## config.mk

```make
export PLATFORM = sky130hd
export DESIGN_NAME = tgi_addr
export DESIGN_NICKNAME = d
export VERILOG_FILES = /design/src/rtl/tgi_pkg.sv /design/src/rtl/tgi_addr.sv
export SDC_FILE = /design/constraint.sdc
export NUM_CORES = 1
export LEC_CHECK = 0
export BUFFER_PORTS_ARGS = -buffer_cell sky130_fd_sc_hd__buf_2
export CORE_ASPECT_RATIO = 1.75
export CORE_MARGIN = 2
export CORE_UTILIZATION = 59
export CTS_CLUSTER_SIZE = 10
export DETAILED_ROUTE_END_ITERATION = 8
export GPL_TIMING_DRIVEN = 0
export MAX_ROUTING_LAYER = met4
export PLACE_DENSITY = 0.81
export SLEW_MARGIN = 15
export SYNTH_ARGS = -nofsm -noshare
export SYNTH_HDL_FRONTEND = slang
export SYNTH_SLANG_ARGS = --single-unit
```

## constraint.sdc

```tcl
create_clock -name clk -period 8.1 [get_ports clk]
set_input_delay 0.405 -clock clk [delete_from_list [all_inputs] [get_ports clk]]
set_output_delay 0.405 -clock clk [all_outputs]
set_load 0.02 [all_outputs]
```

## src/rtl/tgi_pkg.sv

```systemverilog
package tgi_pkg;

  typedef enum logic {
    FUNC_LOAD   = 1'b0,
    FUNC_LOOKUP = 1'b1
  } func_t;

  localparam int COORD_W   = 16;
  localparam int FRAC_W    = 16;
  localparam int ADDR_W    = 16;
  localparam int VALUE_W   = 16;
  localparam int NUM_BANKS = 8;

  typedef logic [FRAC_W-1:0] frac_t;

  typedef struct packed {
    logic       vld;
    logic [2:0] par;
    frac_t      fx;
    frac_t      fy;
    frac_t      fz;
  } ctl_t;

endpackage

```

## src/rtl/tgi_addr.sv

```systemverilog
module tgi_addr #(
  parameter int GRID_POINTS = 33,
  parameter int SAMPLE_BITS = 16,
  parameter int BANK_AW     = 13
) (
  input  logic                                            clk,
  input  logic                                            rst_n,
  input  logic                                            in_vld,
  input  logic                                            func,
  input  logic [tgi_pkg::ADDR_W-1:0]                      grid_address,
  input  logic signed [tgi_pkg::VALUE_W-1:0]              grid_value,
  input  logic [tgi_pkg::COORD_W-1:0]                     coord_x,
  input  logic [tgi_pkg::COORD_W-1:0]                     coord_y,
  input  logic [tgi_pkg::COORD_W-1:0]                     coord_z,
  output logic [tgi_pkg::NUM_BANKS-1:0][BANK_AW-1:0]      bank_addr,
  output logic [tgi_pkg::NUM_BANKS-1:0]                   bank_we,
  output logic [SAMPLE_BITS-1:0]                          bank_wdata,
  output tgi_pkg::ctl_t                                   ctl
);
  import tgi_pkg::*;

  localparam int IW = $clog2(GRID_POINTS);
  localparam int H  = (GRID_POINTS + 1) / 2;
  localparam int HW = (H > 1) ? $clog2(H) : 1;
  localparam int D1 = GRID_POINTS * GRID_POINTS;
  localparam int CELLS = D1 * GRID_POINTS;
  localparam int S1 = ADDR_W + $clog2(D1);
  localparam int S2 = ADDR_W + $clog2(GRID_POINTS);
  localparam longint M1 = ((longint'(1) << S1) + D1 - 1) / D1;
  localparam longint M2 = ((longint'(1) << S2) + GRID_POINTS - 1) / GRID_POINTS;
  localparam int PW = 48;
  localparam int TW = FRAC_W + IW;

  function automatic logic [TW-1:0] scale(input logic [COORD_W-1:0] c);
    return TW'(c) * TW'(GRID_POINTS - 1);
  endfunction

  function automatic logic [HW-1:0] half(input logic [IW-1:0] i, input logic p,
                                         input logic look);
    logic [IW:0] s;
    s = {1'b0, i} + {{IW{1'b0}}, look & (p ^ i[0])};
    return s[HW:1];
  endfunction

  // Input register.
  logic                    s0_vld_r;
  logic                    s0_func_r;
  logic [ADDR_W-1:0]       s0_addr_r;
  logic [VALUE_W-1:0]      s0_value_r;
  logic [COORD_W-1:0]      s0_cx_r, s0_cy_r, s0_cz_r;

  // Cell location for lookups, quotient estimates for loads.
  logic                    s1_look_r, s1_look_nxt;
  logic                    s1_wr_r, s1_wr_nxt;
  logic [IW-1:0]           s1_ix_r, s1_iy_r, s1_iz_r;
  logic [IW-1:0]           s1_ix_nxt, s1_iy_nxt, s1_iz_nxt;
  frac_t                   s1_fx_r, s1_fy_r, s1_fz_r;
  frac_t                   s1_fx_nxt, s1_fy_nxt, s1_fz_nxt;
  logic [IW-1:0]           s1_qx_r, s1_qx_nxt;
  logic [ADDR_W-1:0]       s1_qxy_r, s1_qxy_nxt;
  logic [ADDR_W-1:0]       s1_addr_r;
  logic [SAMPLE_BITS-1:0]  s1_wdata_r, s1_wdata_nxt;
  logic [TW-1:0]           tx, ty, tz;
  logic [PW-1:0]           pa, pb;
  logic [2*VALUE_W-1:0]    sext;

  // Half indices per axis and parity.
  logic                    s2_look_r, s2_wr_r;
  logic [1:0][HW-1:0]      s2_hx_r, s2_hy_r, s2_hz_r;
  logic [1:0][HW-1:0]      s2_hx_nxt, s2_hy_nxt, s2_hz_nxt;
  logic [2:0]              s2_par_r, s2_par_nxt;
  frac_t                   s2_fx_r, s2_fy_r, s2_fz_r;
  logic [SAMPLE_BITS-1:0]  s2_wdata_r;
  logic [IW-1:0]           ly, lz, ax, ay, az;

  // Bank addresses.
  logic [NUM_BANKS-1:0][BANK_AW-1:0] s3_addr_r, s3_addr_nxt;
  logic [NUM_BANKS-1:0]    s3_we_r, s3_we_nxt;
  logic [SAMPLE_BITS-1:0]  s3_wdata_r;
  ctl_t                    s3_ctl_r, s3_ctl_nxt;

  always_comb begin
    tx = scale(s0_cx_r);
    ty = scale(s0_cy_r);
    tz = scale(s0_cz_r);
    s1_ix_nxt = tx[FRAC_W +: IW];
    s1_iy_nxt = ty[FRAC_W +: IW];
    s1_iz_nxt = tz[FRAC_W +: IW];
    s1_fx_nxt = tx[FRAC_W-1:0];
    s1_fy_nxt = ty[FRAC_W-1:0];
    s1_fz_nxt = tz[FRAC_W-1:0];
    pa = PW'(s0_addr_r) * PW'(M1);
    pb = PW'(s0_addr_r) * PW'(M2);
    s1_qx_nxt  = pa[S1 +: IW];
    s1_qxy_nxt = pb[S2 +: ADDR_W];
    sext = {{VALUE_W{s0_value_r[VALUE_W-1]}}, s0_value_r};
    s1_wdata_nxt = sext[SAMPLE_BITS-1:0];
    s1_look_nxt = s0_vld_r && (s0_func_r == FUNC_LOOKUP);
    s1_wr_nxt = s0_vld_r && (s0_func_r == FUNC_LOAD) && (32'(s0_addr_r) < 32'(CELLS));
  end

  always_comb begin
    ly = IW'(s1_qxy_r - ADDR_W'(s1_qx_r) * ADDR_W'(GRID_POINTS));
    lz = IW'(s1_addr_r - s1_qxy_r * ADDR_W'(GRID_POINTS));
    ax = s1_look_r ? s1_ix_r : s1_qx_r;
    ay = s1_look_r ? s1_iy_r : ly;
    az = s1_look_r ? s1_iz_r : lz;
    for (int p = 0; p < 2; p++) begin
      s2_hx_nxt[p] = half(ax, p[0], s1_look_r);
      s2_hy_nxt[p] = half(ay, p[0], s1_look_r);
      s2_hz_nxt[p] = half(az, p[0], s1_look_r);
    end
    s2_par_nxt = {ax[0], ay[0], az[0]};
  end

  always_comb begin
    for (int b = 0; b < NUM_BANKS; b++) begin
      s3_addr_nxt[b] = BANK_AW'(32'(s2_hx_r[b[2]]) * 32'(H * H)
                              + 32'(s2_hy_r[b[1]]) * 32'(H)
                              + 32'(s2_hz_r[b[0]]));
      s3_we_nxt[b] = s2_wr_r && (s2_par_r == 3'(b));
    end
    s3_ctl_nxt.vld = s2_look_r;
    s3_ctl_nxt.par = s2_par_r;
    s3_ctl_nxt.fx  = s2_fx_r;
    s3_ctl_nxt.fy  = s2_fy_r;
    s3_ctl_nxt.fz  = s2_fz_r;
  end

  always_ff @(posedge clk) begin
    if (!rst_n) begin
      s0_vld_r  <= 1'b0;
      s1_look_r <= 1'b0;
      s1_wr_r   <= 1'b0;
      s2_look_r <= 1'b0;
      s2_wr_r   <= 1'b0;
      s3_we_r   <= '0;
      s3_ctl_r  <= '0;
    end else begin
      s0_vld_r  <= in_vld;
      s1_look_r <= s1_look_nxt;
      s1_wr_r   <= s1_wr_nxt;
      s2_look_r <= s1_look_r;
      s2_wr_r   <= s1_wr_r;
      s3_we_r   <= s3_we_nxt;
      s3_ctl_r  <= s3_ctl_nxt;
    end
  end

  always_ff @(posedge clk) begin
    s0_func_r  <= func;
    s0_addr_r  <= grid_address;
    s0_value_r <= grid_value;
    s0_cx_r    <= coord_x;
    s0_cy_r    <= coord_y;
    s0_cz_r    <= coord_z;
    s1_ix_r    <= s1_ix_nxt;
    s1_iy_r    <= s1_iy_nxt;
    s1_iz_r    <= s1_iz_nxt;
    s1_fx_r    <= s1_fx_nxt;
    s1_fy_r    <= s1_fy_nxt;
    s1_fz_r    <= s1_fz_nxt;
    s1_qx_r    <= s1_qx_nxt;
    s1_qxy_r   <= s1_qxy_nxt;
    s1_addr_r  <= s0_addr_r;
    s1_wdata_r <= s1_wdata_nxt;
    s2_hx_r    <= s2_hx_nxt;
    s2_hy_r    <= s2_hy_nxt;
    s2_hz_r    <= s2_hz_nxt;
    s2_par_r   <= s2_par_nxt;
    s2_fx_r    <= s1_fx_r;
    s2_fy_r    <= s1_fy_r;
    s2_fz_r    <= s1_fz_r;
    s2_wdata_r <= s1_wdata_r;
    s3_addr_r  <= s3_addr_nxt;
    s3_wdata_r <= s2_wdata_r;
  end

  assign bank_addr  = s3_addr_r;
  assign bank_we    = s3_we_r;
  assign bank_wdata = s3_wdata_r;
  assign ctl        = s3_ctl_r;

endmodule

```

* Word-level counts from Yosys, hierarchy flattened *
Index checks and enable logic that the tools add are counted.

cells by class
  add/subtract/negate cells = 20
  multiply operators = 8
  order comparisons = 1
  equal/unequal tests = 7
  mux-type cells = 3
  bitwise operators = 10
  reduce and logical (&&, ||, !) cells = 12

operator list
  cell                    number
  $add 13x5->13           8
  $mul 16x17->33 const B  2
  $add 13x10->13          4
  $add 6x1->6             6
  $mul 5x9->13 const B    2
  $mul 5x5->10 const B    2
  $mux 6                  3
  $lt 16x16->1 const B    1
  $eq 3x3->1 const B      4
  $sub 6x6->6             2
  $logic_and 1x1->1       11
  $mul 11x6->6 const B    1
  $and 1x1->1             6
  $eq 3x2->1 const B      2
  $mul 6x6->6 const B     1
  $not 1->1               4
  $eq 3x1->1 const B      1
  $logic_not 3->1         1

word-level totals
  register bits = 420
  bits of input ports = 84
  output and inout port bits = 180
  logic and storage cells = 108

* Depth between registers and ports, before layout *
  word-level depth = 6
  mapped depth = 21
  gate-level depth less buffers = 21

* Worst setup path after synthesis *
OpenSTA, ideal clock, no wires.

  path kind = register to register
  start point = register s0_addr_r[13]
  end point = register s1_qx_r[2]
  library setup time = 0.072 ns
  arrival = 5.637 ns
  data required time = 8.028 ns
  path slack = 2.391 ns
  stages on the path, launching flop included = 20
  buffers on the path = 0
  period minus slack after synthesis = 5.709 ns
  cell sequence = dfxtp_1 inv_1 fa_1 xnor2_1 ha_1 or2_2 fa_1 fa_1 fa_1 inv_1 fa_1 inv_1 ha_1 nand3_1 or3_1 or3_1 o221ai_1 a221oi_1 o21bai_1 xor2_1

between the ends
  longest elaborated chain between the ends = 1

RTL lines
  element                 line             RTL
  start, declared         tgi_addr.sv:48   logic [ADDR_W-1:0] s0_addr_r;
  start signal, assigned  tgi_addr.sv:152  s0_addr_r <= grid_address;
  $mul 16x17->33          tgi_addr.sv:92   pa = PW'(s0_addr_r) * PW'(M1);
  via pa[29]              tgi_addr.sv:64   logic [PW-1:0] pa, pb;
  end signal, assigned    tgi_addr.sv:163  s1_qx_r <= s1_qx_nxt;
  end, declared           tgi_addr.sv:59   logic [IW-1:0] s1_qx_r, s1_qx_nxt;

The timed path passes the listed nets, and every way through them passes these cells.
A chain may end at the register's enable or synchronous reset.

* Worst setup path in the final report *
  start point = register s0_addr_r[10]
  end point = register s1_qxy_r[5]

between the ends
  longest elaborated chain between the ends = 1

RTL lines
  element               line             RTL
  $mul 16x17->33        tgi_addr.sv:93   pb = PW'(s0_addr_r) * PW'(M2);
  via pb[27]            tgi_addr.sv:64
  end signal, assigned  tgi_addr.sv:164  s1_qxy_r <= s1_qxy_nxt;
  end, declared         tgi_addr.sv:60   logic [ADDR_W-1:0] s1_qxy_r, s1_qxy_nxt;

The timed path passes the listed nets, and every way through them passes these cells.

==> run summary <==
The DRC marker count from the first detailed-route iteration is 469. The average cell area after synthesis is 11.1 um^2. The first-pass iteration count of the detailed router came out at 4. The initial antenna violation count came to 1. For this run, the slowest stage of the critical path takes 790 ps. The wire length of the first global-routing pass came out at 87100 um. Clock-pin slew was measured on the worst setup and hold paths at 60 ps. The cell sitting at the root of the clock tree is a clkbuf_16. The die outline height is 262 um.

Post-CTS repair changed the size of 0 cells. The worst setup skew after layout came out at 23.1 ps. Setup violations remaining at the end of the flow were counted as 0. dfxtp_1 takes more of the synthesized area than any other cell.

Timing would allow up to 0.149 GHz. For this run, asynchronously set or reset flops after synthesis account for 0%. Of the available clock period, the critical path in the final layout requires 83.1%.

The via count came out at 15500. The post-synthesis instance area came out at 22400 um^2. The number of clock sinks came out at 415. In the final timing run, aggregate negative setup slack is 0 ps. The source of the worst hold timing path is in_vld. The register-to-register path setup slack came out at 1370 ps.

The detail route stage leaves a number of antenna-violating nets equal to 0. The largest driver fanout on the critical path is 7. The unique cell type count in the Yosys netlist came out at 80. The number of cells traversed by the worst hold path is 2. TritonCTS created 48 clock buffers. The area of the core came out at 37500 um^2. The critical path contains buffers and inverters numbering 6 combined. With fillers left out, the area of the finished cells amounts to 26400 um^2. The maximum clock path buffer count is 3.

Setup repair after global routing left no endpoint under its margin. Compared with the post-synthesis result, the final layout area differs by 18.0%. The count of yosys warnings during synthesis came out at 0. The proportion of netlist area held by the largest area contributor is 37.1%. The endpoint identified for the worst register-to-register timing path is s1_qxy_r[5]. The endpoint class of the critical path is a register. Among the stages of the critical path, the cell type that occurs most often is inv_1.

The number of global-route vias before repair is 17100. Broken down by cell family, the worst path's largest delay share belongs to adder cells. Sequential elements use 37.1% of the synthesized area. The starting utilization of the core area is 59.6%. In this run, synthesis produced a sequential element count of 415.

Traced cell by cell, the critical path runs through inv_1 > fa_1 > inv_1 > ha_1 > inv_1 > fa_1 > inv_1 > fa_1 > fa_1 > inv_1 > fa_1 > inv_1 > ha_1 > and2_0 > a221o_1 > a221oi_1 > o21ai_0 > a31oi_1 > xnor2_1. The width of the die came out at 151 um. The path with the worst hold slack has its endpoint at s0_vld_r. The slew at the pin with the worst max-slew slack came out at 914 ps. The class of the most critical setup path is reg -> reg. The routed wire length per instance is 19.6 um. The fill cell total of the finished layout is 2745. The number of placed instances with taps included came out at 2768. The final RePlAce weighted congestion came out at 1.02. The share of post-route cells with drive strength above 1 came out at 14.7%. The largest individual stage delay along the critical path comes from the cell fa_1.

The number of nets in the layout came out at 3015. The cell row count came out at 94. The sequential cell area in the final layout is 8310 um^2. The placed standard-cell area is 24300 um^2.

Buffers inserted to repair hold after CTS numbered 81. The worst register-to-register path has a depth of 19. The number of slew-limit violations in the final report came out at 0. The number of max-capacitance violations reported came out at 0. The number of top-level design ports is 264. STA classifies the critical path startpoint as a register. The largest net degree at the start of global routing came out at 17. The hold violation total from the final report was 0. The clock tree synthesis step divided the H-tree into 2 levels.

The die covers 39600 um^2. In the routed design, unresolved DRC markers number 0. The worst hold path class is in -> reg.

The wire-length estimate of the detail-placed layout is 44500 um. The setup fix buffers added after clock tree synthesis is 0. By area the synthesized netlist is led by dfxtp_1 (37%), ha_1 (20%), fa_1 (14%). The post-detailed-route via-to-cell ratio came out at 5.32.

Global routing finished with a remaining overflow of 0. Synthesis produced a netlist whose cell count is 2024. The required time of the critical path is 8600 ps. The commonest register cell after synthesis is dfxtp_1. The flow ran to the end, and the final reports show no timing, DRC or antenna violations. The shortest period the worst path allows came out at 6730 ps. The number of standard cells in the layout, taps in and fillers out is 2906.

The signal arrival time at the worst endpoint is 7230 ps. TritonCTS built the clock tree. The number of enable-type register cells in the synthesized netlist is 0. The count of input and output buffers is 248.

The worst register-to-register path begins at s0_addr_r[10]. The overall routing resource usage is 30.0%. Cells fill 70.4% of the core in the end. The routed wire length came out at 57000 um. The source-to-sink clock delay at the later pin of the worst-skew pair came out at 570 ps. The multi-input combinational cells in the finished layout cover a total of 12700 um^2. Measured against its own limit, the worst slew margin works out to 39.0%.
==> sequential cells by signal, summed over array words and instances (netlist names), 10 cells and up <==
register,count
s0_value_r,16
s2_fz_r,11
s2_fx_r,11
s0_cz_r,16
s2_fy_r,11
s1_wdata_r,16
s1_fz_r,11
s0_cx_r,16
ctl,37
s2_hy_r,10
s1_fx_r,11
bank_addr,104
s2_hz_r,10
s0_cy_r,16
s2_wdata_r,16
s0_addr_r,16
s1_fy_r,11
bank_wdata,16
s2_hx_r,10
==> cells in the mapped netlist, drive strengths merged (4+ instances only) <==
cell type and instances:
buf 20, nand4 7, xor2 52, xnor2 133, nand2 46, o21ai 38
o211ai 4, a21oi 68, or2 7, ha 354, fa 158, nor2b 11
dfxtp 415, nor4 8, a31oi 11, o221ai 4, and2 50, inv 334
a211oi 10, and3 10, or3 7, clkbuf 9, nor3 16, a21o 44
o31ai 4, nor3b 7, nand2b 22, a21boi 4, nand3 21, o21bai 15
a221oi 5, a211o 6, o21a 15, nor2 58, nand3b 8
==> stage by stage <==
stage | hold WS [ps] | setup slack (ps)
finish | 77.6 | 1370
CTS | 57.1 | 1370
global placement | 310 | 1510
floorplan | 310 | 2390
detailed placement | 312 | 1390
global route | 59.8 | 1100
==> placed cells by master (no fill, tap or decap), types with 7 or more instances in the layout <==
cell / n
a211oi_1: 8
a21o_1: 44
a21oi_1: 68
a31oi_1: 11
and2_1: 49
and3_1: 9
buf_2: 252
buf_4: 15
clkbuf_1: 11
clkbuf_16: 48
conb_1: 17
dfxtp_1: 415
dlygate4sd3_1: 81
fa_1: 158
ha_1: 354
inv_1: 333
nand2_1: 44
nand2b_1: 22
nand3_1: 20
nand3b_1: 8
nand4_1: 7
nor2_1: 58
nor2b_1: 11
nor3_1: 13
nor3b_1: 7
o21a_1: 15
o21ai_0: 31
o21ai_1: 7
o21bai_1: 15
xnor2_1: 130
xor2_1: 51
==> kinds of logic after synthesis <==
kind of cell / Yosys count / share of synthesized area [%]
other: 1 / 0.0168
adder cells (fa/ha/maj): 512 / 33.9
AO/OA/AOI/OAI: 255 / 7.83
flip-flops: 415 / 37.1
XOR/XNOR: 185 / 7.37
AND/OR/NAND/NOR: 289 / 7.18
multiplexers: 4 / 0.185
buffers and inverters: 363 / 6.36
==> final cells by class <==
| class | instances | area share (%) |
|---|---|---|
| Antenna cell | 1 | 0.00948 |
| Timing Repair Buffer | 329 | 7.77 |
| Tap cell | 480 | 2.27 |
| Buffer | 29 | 0.645 |
| Clock inverter | 5 | 0.313 |
| Inverter | 334 | 4.75 |
| Clock buffer | 51 | 4.63 |
| Sequential cell | 415 | 31.5 |
| Multi-Input combinational cell | 1262 | 48.1 |
==> per-layer routing <==
| layer | vias to the layer above | share of wire [%] | track usage [%] |
|---|---|---|---|
| met5 | - | 0 | - |
| li1 | 7358 | - | - |
| met1 | 7468 | 30 | 24.1 |
| met4 | 0 | 8.5 | 21.3 |
| met3 | 221 | 3.3 | 3.45 |
| met2 | 409 | 59 | 60.1 |
==> worst max-delay path by stage <==
stage	start	slack [ps]	cells after the start	endpoint
after floorplan	s0_addr_r[13]	2390	19	s1_qx_r[2]
after CTS	s0_addr_r[10]	1370	19	s1_qxy_r[5]
after detailed placement	s0_addr_r[10]	1390	19	s1_qxy_r[5]
after global placement	s0_addr_r[10]	1510	19	s1_qxy_r[5]
after global routing	s0_addr_r[10]	1100	19	s1_qxy_r[5]
final	s0_addr_r[10]	1370	19	s1_qxy_r[5]
Power is left out: the tool's default activity adds up to more than one toggle a clock period on the data nets, which glitch-free logic cannot reach.
